==> config.mk <==
export PLATFORM = sky130hd
export DESIGN_NAME = sha256_stream_hasher_core
export DESIGN_NICKNAME = d
export VERILOG_FILES = /design/src/design/shs_pkg.sv /design/src/design/sha256_stream_hasher_core.sv /design/src/design/shs_front.sv /design/src/design/shs_back.sv
export SDC_FILE = /design/constraint.sdc
export NUM_CORES = 2
export LEC_CHECK = 0
export ABC_AREA = 1
export BUFFER_PORTS_ARGS = -buffer_cell sky130_fd_sc_hd__buf_2
export CAP_MARGIN = 5
export CORE_AREA = 3 3 411 413
export CTS_CLUSTER_DIAMETER = 80
export CTS_CLUSTER_SIZE = 25
export DETAILED_ROUTE_END_ITERATION = 12
export DIE_AREA = 0 0 414 416
export GPL_TIMING_DRIVEN = 0
export PLACE_DENSITY = 0.65
export SYNTH_ARGS = -nofsm -noshare
export SYNTH_HDL_FRONTEND = slang
export SYNTH_HIERARCHICAL = 1
export SYNTH_SLANG_ARGS = --single-unit
==> constraint.sdc <==
create_clock -name clk -period 40.5 [get_ports clk]
set_clock_uncertainty 0.1 [all_clocks]
set_input_delay 4.05 -clock clk [delete_from_list [all_inputs] [get_ports clk]]
set_output_delay 4.05 -clock clk [all_outputs]
set_load 0.02 [all_outputs]
==> src/design/shs_pkg.sv <==
// shared types, constants and round functions for the sha-256 stream hasher
package shs_pkg;

  localparam int QUEUE_DEPTH_DEF = 4;

  localparam logic [5:0] FILL_LAST = 6'd63;
  localparam logic [5:0] FILL_LEN  = 6'd56;
  localparam logic [7:0] PAD_MARK  = 8'h80;
  localparam logic [2:0] WORD_LAST = 3'd7;

  typedef struct packed {
    logic [7:0] data;
    logic       byte_valid;
    logic       eom;
  } shs_item_t;

  typedef enum logic [4:0] {
    ST_IDLE = 5'b00001,
    ST_COMP = 5'b00010,
    ST_FIN  = 5'b00100,
    ST_PAD  = 5'b01000,
    ST_OUT  = 5'b10000
  } shs_state_t;

  typedef enum logic [2:0] {
    PH_MARK = 3'b001,
    PH_ZERO = 3'b010,
    PH_LEN  = 3'b100
  } shs_phase_t;

  localparam logic [31:0] INIT_H [8] = '{
    32'h6a09e667, 32'hbb67ae85, 32'h3c6ef372, 32'ha54ff53a,
    32'h510e527f, 32'h9b05688c, 32'h1f83d9ab, 32'h5be0cd19
  };

  localparam logic [31:0] ROUND_K [64] = '{
    32'h428a2f98, 32'h71374491, 32'hb5c0fbcf, 32'he9b5dba5,
    32'h3956c25b, 32'h59f111f1, 32'h923f82a4, 32'hab1c5ed5,
    32'hd807aa98, 32'h12835b01, 32'h243185be, 32'h550c7dc3,
    32'h72be5d74, 32'h80deb1fe, 32'h9bdc06a7, 32'hc19bf174,
    32'he49b69c1, 32'hefbe4786, 32'h0fc19dc6, 32'h240ca1cc,
    32'h2de92c6f, 32'h4a7484aa, 32'h5cb0a9dc, 32'h76f988da,
    32'h983e5152, 32'ha831c66d, 32'hb00327c8, 32'hbf597fc7,
    32'hc6e00bf3, 32'hd5a79147, 32'h06ca6351, 32'h14292967,
    32'h27b70a85, 32'h2e1b2138, 32'h4d2c6dfc, 32'h53380d13,
    32'h650a7354, 32'h766a0abb, 32'h81c2c92e, 32'h92722c85,
    32'ha2bfe8a1, 32'ha81a664b, 32'hc24b8b70, 32'hc76c51a3,
    32'hd192e819, 32'hd6990624, 32'hf40e3585, 32'h106aa070,
    32'h19a4c116, 32'h1e376c08, 32'h2748774c, 32'h34b0bcb5,
    32'h391c0cb3, 32'h4ed8aa4a, 32'h5b9cca4f, 32'h682e6ff3,
    32'h748f82ee, 32'h78a5636f, 32'h84c87814, 32'h8cc70208,
    32'h90befffa, 32'ha4506ceb, 32'hbef9a3f7, 32'hc67178f2
  };

  function automatic logic [31:0] rotr(input logic [31:0] x, input int n);
    rotr = (x >> n) | (x << (32 - n));
  endfunction

  function automatic logic [31:0] big_sigma0(input logic [31:0] x);
    big_sigma0 = rotr(x, 2) ^ rotr(x, 13) ^ rotr(x, 22);
  endfunction

  function automatic logic [31:0] big_sigma1(input logic [31:0] x);
    big_sigma1 = rotr(x, 6) ^ rotr(x, 11) ^ rotr(x, 25);
  endfunction

  function automatic logic [31:0] small_sigma0(input logic [31:0] x);
    small_sigma0 = rotr(x, 7) ^ rotr(x, 18) ^ (x >> 3);
  endfunction

  function automatic logic [31:0] small_sigma1(input logic [31:0] x);
    small_sigma1 = rotr(x, 17) ^ rotr(x, 19) ^ (x >> 10);
  endfunction

endpackage

==> src/design/sha256_stream_hasher_core.sv <==
// top level of the sha-256 stream hasher
//   input channel: each transaction carries one optional message byte
//   (in_byte_valid) and an optional end mark (in_end_of_message); it is taken
//   at a clock edge with push high and full low
//   result channel: eight transactions per message, digest words H0..H7 with
//   their index and a last flag on H7; the word is on the ports while empty
//   is low and is taken at an edge with pop high
// processing
//   while idle, the back end takes one queued item at a time; each full
//   64-byte block halts intake for 64 rounds at one round per cycle on
//   the shared round logic and a step folding the result into the chaining
//   value; at the end mark, padding appends 9 to 72 pad bytes and takes
//   one or two block compressions, then the digest words follow, one per
//   cycle while pop is high
// queueing
//   a short item queue sits between the front and the back end, so input is
//   taken while a block compresses or while digest words wait; when the
//   receiver stalls the digest holds and the queue fills, then full rises
// reset: synchronous, active low; the queue empties, the chaining value
//   returns to the initial hash values and byte and length counters clear
module sha256_stream_hasher_core #(
  parameter int QUEUE_DEPTH = shs_pkg::QUEUE_DEPTH_DEF
) (
  input  logic        clk,
  input  logic        rst_n,
  input  logic        push,
  output logic        full,
  input  logic [7:0]  in_data_byte,
  input  logic        in_byte_valid,
  input  logic        in_end_of_message,
  output logic        empty,
  input  logic        pop,
  output logic [31:0] out_digest_word,
  output logic [2:0]  out_word_index,
  output logic        out_last_word
);
  import shs_pkg::*;

  // queue head toward the back end
  shs_item_t q_item;
  logic      q_valid;
  logic      q_pop;

  shs_front #(
    .QUEUE_DEPTH(QUEUE_DEPTH)
  ) u_front (
    .clk              (clk),
    .rst_n            (rst_n),
    .push             (push),
    .full             (full),
    .in_data_byte     (in_data_byte),
    .in_byte_valid    (in_byte_valid),
    .in_end_of_message(in_end_of_message),
    .q_item           (q_item),
    .q_valid          (q_valid),
    .q_pop            (q_pop)
  );

  // block assembly, padding, compression and digest readout
  shs_back u_back (
    .clk            (clk),
    .rst_n          (rst_n),
    .q_item         (q_item),
    .q_valid        (q_valid),
    .q_pop          (q_pop),
    .empty          (empty),
    .pop            (pop),
    .out_digest_word(out_digest_word),
    .out_word_index (out_word_index),
    .out_last_word  (out_last_word)
  );

endmodule

==> src/design/shs_front.sv <==
// front end: input handshake, drop of empty items, item queue toward the back end
module shs_front #(
  parameter int QUEUE_DEPTH = shs_pkg::QUEUE_DEPTH_DEF
) (
  input  logic              clk,
  input  logic              rst_n,
  input  logic              push,
  output logic              full,
  input  logic [7:0]        in_data_byte,
  input  logic              in_byte_valid,
  input  logic              in_end_of_message,
  output shs_pkg::shs_item_t q_item,
  output logic              q_valid,
  input  logic              q_pop
);
  import shs_pkg::*;

  localparam int PW = (QUEUE_DEPTH > 1) ? $clog2(QUEUE_DEPTH) : 1;
  localparam int CW = $clog2(QUEUE_DEPTH + 1);
  localparam logic [PW-1:0] PTR_LAST = PW'(QUEUE_DEPTH - 1);
  localparam logic [CW-1:0] CNT_FULL = CW'(QUEUE_DEPTH);

  shs_item_t     mem_r [QUEUE_DEPTH];
  logic [PW-1:0] wr_ptr_r, wr_ptr_nxt;
  logic [PW-1:0] rd_ptr_r, rd_ptr_nxt;
  logic [CW-1:0] cnt_r, cnt_nxt;
  logic          wr_en;
  logic          rd_en;

  assign full    = (cnt_r == CNT_FULL);
  assign q_valid = (cnt_r != '0);
  assign q_item  = mem_r[rd_ptr_r];

  // items with neither a byte nor an end mark change nothing, so they are dropped here
  assign wr_en = push && !full && (in_byte_valid || in_end_of_message);
  assign rd_en = q_pop && q_valid;

  always_comb begin
    wr_ptr_nxt = wr_ptr_r;
    rd_ptr_nxt = rd_ptr_r;
    cnt_nxt    = cnt_r;
    if (wr_en) begin
      wr_ptr_nxt = (wr_ptr_r == PTR_LAST) ? '0 : wr_ptr_r + 1'b1;
    end
    if (rd_en) begin
      rd_ptr_nxt = (rd_ptr_r == PTR_LAST) ? '0 : rd_ptr_r + 1'b1;
    end
    if (wr_en && !rd_en) begin
      cnt_nxt = cnt_r + 1'b1;
    end else if (!wr_en && rd_en) begin
      cnt_nxt = cnt_r - 1'b1;
    end
  end

  always_ff @(posedge clk) begin
    if (!rst_n) begin
      wr_ptr_r <= '0;
      rd_ptr_r <= '0;
      cnt_r    <= '0;
    end else begin
      wr_ptr_r <= wr_ptr_nxt;
      rd_ptr_r <= rd_ptr_nxt;
      cnt_r    <= cnt_nxt;
    end
  end

  always_ff @(posedge clk) begin
    if (wr_en) begin
      mem_r[wr_ptr_r] <= '{data: in_data_byte, byte_valid: in_byte_valid,
                           eom: in_end_of_message};
    end
  end

endmodule

==> src/design/shs_back.sv <==
// back end: block assembly, padding, round-per-cycle compression, digest readout
module shs_back (
  input  logic               clk,
  input  logic               rst_n,
  input  shs_pkg::shs_item_t q_item,
  input  logic               q_valid,
  output logic               q_pop,
  output logic               empty,
  input  logic               pop,
  output logic [31:0]        out_digest_word,
  output logic [2:0]         out_word_index,
  output logic               out_last_word
);
  import shs_pkg::*;

  shs_state_t  state_r, state_nxt;
  shs_state_t  ret_r, ret_nxt;
  shs_phase_t  phase_r, phase_nxt;
  logic [5:0]  fill_r, fill_nxt;
  logic [60:0] len_r, len_nxt;
  logic [2:0]  lidx_r, lidx_nxt;
  logic [5:0]  rnd_r, rnd_nxt;
  logic [2:0]  widx_r, widx_nxt;
  logic [511:0] blk_r, blk_nxt;
  logic [31:0] v_r [8];
  logic [31:0] v_nxt [8];
  logic [31:0] h_r [8];
  logic [31:0] h_nxt [8];

  logic        push_en;
  logic [7:0]  push_byte;
  logic [63:0] len_bits;
  logic [63:0] len_shift;
  logic [31:0] w_new;
  logic [31:0] t1;
  logic [31:0] t2;

  assign len_bits  = {len_r, 3'b000};
  assign len_shift = len_bits >> {~lidx_r, 3'b000};

  // schedule word for the window slot that opens as the oldest word leaves
  assign w_new = small_sigma1(blk_r[63:32]) + blk_r[223:192] +
                 small_sigma0(blk_r[479:448]) + blk_r[511:480];

  assign t1 = v_r[7] + big_sigma1(v_r[4]) + ((v_r[4] & v_r[5]) ^ (~v_r[4] & v_r[6])) +
              ROUND_K[rnd_r] + blk_r[511:480];
  assign t2 = big_sigma0(v_r[0]) + ((v_r[0] & v_r[1]) ^ (v_r[0] & v_r[2]) ^ (v_r[1] & v_r[2]));

  assign empty           = (state_r != ST_OUT);
  assign out_digest_word = h_r[widx_r];
  assign out_word_index  = widx_r;
  assign out_last_word   = (widx_r == WORD_LAST);

  always_comb begin
    state_nxt = state_r;
    ret_nxt   = ret_r;
    phase_nxt = phase_r;
    fill_nxt  = fill_r;
    len_nxt   = len_r;
    lidx_nxt  = lidx_r;
    rnd_nxt   = rnd_r;
    widx_nxt  = widx_r;
    blk_nxt   = blk_r;
    v_nxt     = v_r;
    h_nxt     = h_r;
    push_en   = 1'b0;
    push_byte = '0;
    q_pop     = 1'b0;

    unique case (state_r)
      ST_IDLE: begin
        if (q_valid) begin
          q_pop = 1'b1;
          if (q_item.byte_valid) begin
            push_en   = 1'b1;
            push_byte = q_item.data;
            len_nxt   = len_r + 1'b1;
          end
          if (q_item.eom) begin
            state_nxt = ST_PAD;
            phase_nxt = PH_MARK;
          end
        end
      end
      ST_PAD: begin
        push_en = 1'b1;
        unique case (phase_r)
          PH_MARK: begin
            push_byte = PAD_MARK;
            phase_nxt = PH_ZERO;
          end
          PH_ZERO: begin
            if (fill_r == FILL_LEN) begin
              push_byte = len_bits[63:56];
              phase_nxt = PH_LEN;
              lidx_nxt  = 3'd1;
            end
          end
          PH_LEN: begin
            push_byte = len_shift[7:0];
            lidx_nxt  = lidx_r + 1'b1;
            if (lidx_r == WORD_LAST) begin
              state_nxt = ST_OUT;
            end
          end
          default: begin
            phase_nxt = PH_MARK;
          end
        endcase
      end
      ST_COMP: begin
        v_nxt[7] = v_r[6];
        v_nxt[6] = v_r[5];
        v_nxt[5] = v_r[4];
        v_nxt[4] = v_r[3] + t1;
        v_nxt[3] = v_r[2];
        v_nxt[2] = v_r[1];
        v_nxt[1] = v_r[0];
        v_nxt[0] = t1 + t2;
        blk_nxt  = {blk_r[479:0], w_new};
        rnd_nxt  = rnd_r + 1'b1;
        if (rnd_r == FILL_LAST) begin
          state_nxt = ST_FIN;
        end
      end
      ST_FIN: begin
        for (int i = 0; i < 8; i++) begin
          h_nxt[i] = h_r[i] + v_r[i];
        end
        state_nxt = ret_r;
      end
      ST_OUT: begin
        if (pop) begin
          widx_nxt = widx_r + 1'b1;
          if (widx_r == WORD_LAST) begin
            h_nxt     = INIT_H;
            len_nxt   = '0;
            state_nxt = ST_IDLE;
          end
        end
      end
      default: begin
        state_nxt = ST_IDLE;
      end
    endcase

    // common byte push; a full block diverts to compression and then resumes
    if (push_en) begin
      blk_nxt  = {blk_r[503:0], push_byte};
      fill_nxt = fill_r + 1'b1;
      if (fill_r == FILL_LAST) begin
        ret_nxt   = state_nxt;
        state_nxt = ST_COMP;
        rnd_nxt   = '0;
        v_nxt     = h_r;
      end
    end
  end

  always_ff @(posedge clk) begin
    if (!rst_n) begin
      state_r <= ST_IDLE;
      ret_r   <= ST_IDLE;
      phase_r <= PH_MARK;
      fill_r  <= '0;
      len_r   <= '0;
      lidx_r  <= '0;
      rnd_r   <= '0;
      widx_r  <= '0;
      h_r     <= INIT_H;
    end else begin
      state_r <= state_nxt;
      ret_r   <= ret_nxt;
      phase_r <= phase_nxt;
      fill_r  <= fill_nxt;
      len_r   <= len_nxt;
      lidx_r  <= lidx_nxt;
      rnd_r   <= rnd_nxt;
      widx_r  <= widx_nxt;
      h_r     <= h_nxt;
    end
  end

  always_ff @(posedge clk) begin
    blk_r <= blk_nxt;
    v_r   <= v_nxt;
  end

endmodule

* Word level (Yosys, flattened, before mapping)
Memory sizes are Yosys's and may differ from the RTL's. A register that Yosys moved wholly into a read port is not among the register bits.
Cells that the tools add are included.
** Cells by class
- Multipliers :: 0
- Order comparisons :: 2
- Mux-type cells :: 56
- Add/sub/neg operators :: 27
- Bitwise operators :: 30
- Shifts and indexed selects :: 1
- Reduce and logical (&&, ||, !) cells :: 22
- Divide/modulo/power cells :: 0
- Equal/unequal tests :: 25
** Operators with widths (count)
- two-way mux 256 bit :: 5
- two-way mux 512 bit :: 2
- adder 32 bit :: 18
- case mux 256 bit (2 select lines) :: 1
- bitwise XOR 32 bit :: 9
- two-way mux 61 bit :: 4
- bitwise AND 32 bit :: 5
- two-way mux 32 bit :: 4
- case mux 61 bit (2 select lines) :: 1
- binary-select mux 32 bit (select 3 bit) :: 1
- right shift 64 x 6 -> 8 bit :: 1
- adder 61 x 1 -> 61 bit, second input constant :: 1
- two-way mux 5 bit :: 9
- inverter 32 bit :: 1
- bitwise OR 10 x 32 -> 32 bit :: 1
- bitwise OR 13 x 32 -> 32 bit :: 1
- bitwise OR 14 x 32 -> 32 bit :: 1
- bitwise OR 15 x 32 -> 32 bit :: 1
- bitwise OR 19 x 32 -> 32 bit :: 1
- bitwise OR 21 x 32 -> 32 bit :: 1
- bitwise OR 25 x 32 -> 32 bit :: 1
- bitwise OR 26 x 32 -> 32 bit :: 1
- bitwise OR 30 x 32 -> 32 bit :: 1
- bitwise OR 7 x 32 -> 32 bit :: 1
- other kinds (44) :: 91
** Word-level totals
- Word-level logic and storage cells :: 193
- Latch bits :: 0
- Bits in read-only memories :: 2048
- Memory bits (writable) :: 40
- Flip-flop bits (word level) :: 1123
- Memories kept :: 2
- Output and inout port bits :: 38
- Input bits :: 14
** Memories
- (no name shown) :: words 64, width 32, read ports 1, clocked after memory_dff 0, wr ports 0, line shs_back.sv:46 : ROUND_K[rnd_r] + blk_r[511:480];
- u_front.mem_r :: words 4, width 10, read ports 1, clocked after memory_dff 1, wr ports 1, line shs_front.sv:23 : shs_item_t mem_r [QUEUE_DEPTH];

* Depth between registers and ports, before layout
- Word-level depth :: 11
- Mapped depth :: 41
- Depth with buffers taken out :: 40

* Hierarchy
Netlist, hierarchy kept.
** By module, submodules not included
- shs_back :: seq. area each 27466.3 µm², cells an instance 11309, area an instance 80768.7 µm², instances 1
- shs_front :: seq. area each 1381.3 µm², cells an instance 172, area an instance 2003.2 µm², instances 1

* Worst setup path before layout
Ideal clock, no wire load.
- Kind :: reg-to-reg
- Start :: register with a tool-made name
- End :: register u_back.blk_r[0] (enable)
- Buffers on the path :: 3
- Data required time :: 36.763 ns
- Slack :: 26.892 ns
- Arrival time :: 9.870 ns
- Stages on the path, launching flop included :: 11
- Clock period less this slack :: 13.608 ns
- Library setup time :: 3.637 ns
- Cell sequence :: dfxtp_1 -> inv_1 -> buf_2 -> o21ai_0 -> o22ai_1 -> nand2_1 -> nand2_2 -> clkinv_1 -> clkbuf_1 -> clkbuf_1 -> nand2_1
** RTL lines
- end signal, assigned :: line shs_back.sv:185 : blk_r <= blk_nxt;
- end, declared :: line shs_back.sv:24 : logic [511:0] blk_r, blk_nxt;

==> results.py <==
metrics = {
    "run_status": {
        "status": "finished, violations left",
        "violations": "max-capacitance violations, max-slew violations",
    },
    "timing": {
        "worstMarginPinSlew_ns": 1.63,
        "tns_ns": 0,
        "max_freq_ghz": 0.0994,
        "drv_slew": 34,
        "hold_viol_final": 0,
        "setup_viol": 0,
        "fin_crit_ns": 10.06,
        "post-route-period-util": 0.249,
        "rsz0062_at_grt": "no",
        "slew_headroom": -0.0895,
        "hold_slack_ns": 0.337,
    },
    "detailed_routing": {
        "detail_route.vias_per_cell": 6.34,
        "via_count": 88200,
        "drc_errors": 0,
        "dr.pass1.iters": 6,
        "drt_iter0_markers": 14600,
        "postRouteAntennaNets": 0,
        "post_drt_wl_per_cell_um": 29.3,
        "wirelength_mm": 408,
    },
    "die": {
        "dieArea_sq_um": 172000,
        "die_h_um": 416,
        "die_w_um": 414,
        "core_sq_um": 165000,
        "io_pins": 52,
        "rows": 149,
        "start_util": 0.501,
    },
    "yosys": {
        "async_flop_share": 0,
        "syn_avg_cell_area_sq_um": 7.21,
        "yosysMostFrequentCell": "nand2_1",
        "syn_inst": 11500,
        "synth.area.top_cells": "edfxtp_1 (20%), dfxtp_1 (15%), nand2_1 (15%)",
        "synth_commonest_cells": "nand2_1 (3,206), inv_1 (1,330), a21oi_1 (960)",
        "synth_warnings": 6,
        "synth_edf_count": 552,
        "ys_seq_area_frac": 0.349,
        "synth_seq_cells": 1165,
        "synth_nets": 12100,
        "ys.flop_type": "dfxtp_1",
        "syn_area_sq_um": 82800,
        "synth.distinct_cells": 69,
        "synth_top_cell_by_area": "edfxtp_1",
        "synth_top_cell_area_share": 0.200,
    },
    "critical_path": {
        "max_stage_delay_ns": 1.12,
        "cp-end-kind": "flip-flop",
        "cp.arrival_ns": 10.60,
        "regToRegSetupSlack_ns": 30.44,
        "cp-start-kind": "flip-flop",
        "slowest_stage": "o32ai_1",
        "worstPathMaxFanout": 19,
        "r2r-end": "u_back/v_r[250]$_DFF_P_",
        "critical_path_class": "reg -> reg",
        "crit_top_cell": "inv_1",
        "r2r-start": "u_back/rnd_r[2]$_SDFF_PN0_",
        "crit_required_ns": 41.04,
        "reg2reg_depth": 37,
    },
    "finish": {
        "fill_cells": 15800,
        "final_nets": 12300,
        "layout-drive-gt1-share": 0.0391,
        "finalCoreUtilization": 0.541,
        "areaGrowthSynthToFinish_pct": 7.87,
        "design_area_sq_um": 89300,
    },
    "clock_network": {
        "htreeDepth": 3,
        "cts.sinks": 1165,
        "cts_made_buffers": 83,
        "cts_resized": 0,
        "clk_pin_slew_ns": 0.10,
        "cts_buffer_depth": 3,
        "cts_hold_buf": 0,
        "clock_latency_ns": 0.77,
        "cts_setup_buffers": 0,
        "root_buffer": "clkbuf_16",
        "cts_tree": "done",
    },
    "hold_path": {
        "holdCritStartpoint": "u_back/ret_r[2]$_SDFFE_PN0P_",
        "hold_path_class": "reg -> reg",
        "whs_endpoint": "u_back/ret_r[2]$_SDFFE_PN0P_",
        "whs_path_depth": 2,
    },
    "global_route": {
        "grt_max_degree": 76,
        "antenna_found_initial": 19,
        "overflow": 0,
        "track_usage": 0.454,
        "first_global_vias": 81000,
        "grt_pass1_wl_mm": 569,
    },
    "place": {
        "dp_hpwl_mm": 326,
        "gp_congestion": 1.10,
        "port_buffers": 51,
        "dpl_cell_area_sq_um": 86100,
    },
    "run": {
        "drv_cap": 4,
    },
}
[critical path: cells and delay by family, from the launching register on]
family	cells	cell delay, ns
AOI/OAI and AO/OA	10	3.07
adders and majority gates	5	2.20
DFF	1	0.75
buffers and inverters	10	1.93
and+or+nand+nor	12	1.87
[flip-flops by register name, indices dropped and copies added, names as in the netlist, named ones only]
register               cells
u_back/blk_r             512
u_back/v_r               256
u_back/h_r               256
u_back/state_r             5
u_back/ret_r               5
u_back/rnd_r               6
u_back/phase_r             3
u_back/lidx_r              3
u_front/cnt_r              3
u_front/mem_r             40
u_back/len_r              61
u_back/fill_r              6
u_front/wr_ptr_r           2
u_back/out_word_index      3
u_front/rd_ptr_r           2
[cells by family after synthesis]
group / Yosys count / synth area share
xor+xnor: 360 / 0.0381
simple gates: 4779 / 0.235
flops: 1165 / 0.349
compound gates: 2691 / 0.181
fa+ha+maj: 607 / 0.110
buf+inv: 1879 / 0.0876
[routing by layer]
metal / wire length [um] / vias up / track usage
met5: 25 / - / 0
met4: 33000 / 4 / 0.300
met3: 56700 / 1417 / 0.128
met2: 165000 / 6826 / 0.657
met1: 153000 / 41600 / 0.593
li1: - / 38400 / -
[worst max-delay path by stage]
stage                                   to                    startpoint  cells past startpoint
6_report           u_back/v_r[250]$_DFF_P_    u_back/rnd_r[2]$_SDFF_PN0_                     37
5_1_grt            u_back/v_r[250]$_DFF_P_    u_back/rnd_r[2]$_SDFF_PN0_                     37
4_1_cts            u_back/v_r[250]$_DFF_P_    u_back/rnd_r[2]$_SDFF_PN0_                     37
3_5_place_dp       u_back/v_r[250]$_DFF_P_    u_back/rnd_r[2]$_SDFF_PN0_                     37
3_3_place_gp   u_back/blk_r[199]$_DFFE_PP_  u_back/state_r[2]$_SDFF_PN0_                      7
2_1_floorplan    u_back/blk_r[0]$_DFFE_PP_                     flip-flop                     10
[cells in the final DEF, fill, tap and decap left out, drive strengths merged, types with 42 or more instances in the layout]
| cell | instances |
|---|---|
| o21bai | 82 |
| a31oi | 181 |
| nand2 | 3211 |
| clkbuf | 491 |
| nand4 | 84 |
| buf | 212 |
| ha | 408 |
| or2 | 66 |
| inv | 1364 |
| nor4 | 42 |
| xnor2 | 155 |
| fa | 198 |
| o21ai | 1066 |
| dfxtp | 613 |
| nor2 | 773 |
| nor3 | 138 |
| o211ai | 91 |
| edfxtp | 552 |
| a21o | 62 |
| nand3 | 413 |
| a21oi | 960 |
| xor2 | 205 |
[metrics by stage]
stage	instances	setup slack (ns)
after CTS	13900	30.79
after global placement	13700	21.29
final	13900	30.44
after global routing	13900	30.18
after detailed placement	13700	30.91
after floorplan	11500	26.89
[cell type report]
class                   count  area (sq um)  share of cell area
diodes                     11          27.5            0.000308
clock buffers              93          2170              0.0243
clock inverters            53           851             0.00953
repair buffers             76           696             0.00779
plain buffers             534          2230              0.0250
multi-input cells        8437         46700               0.523
flip-flops and latches   1165         28800               0.323
inverters                1345          5050              0.0565
well taps                2189          2740              0.0307
Power is not shown: default switching activity piles up to over one toggle a cycle in this logic, so the estimate is an artifact.
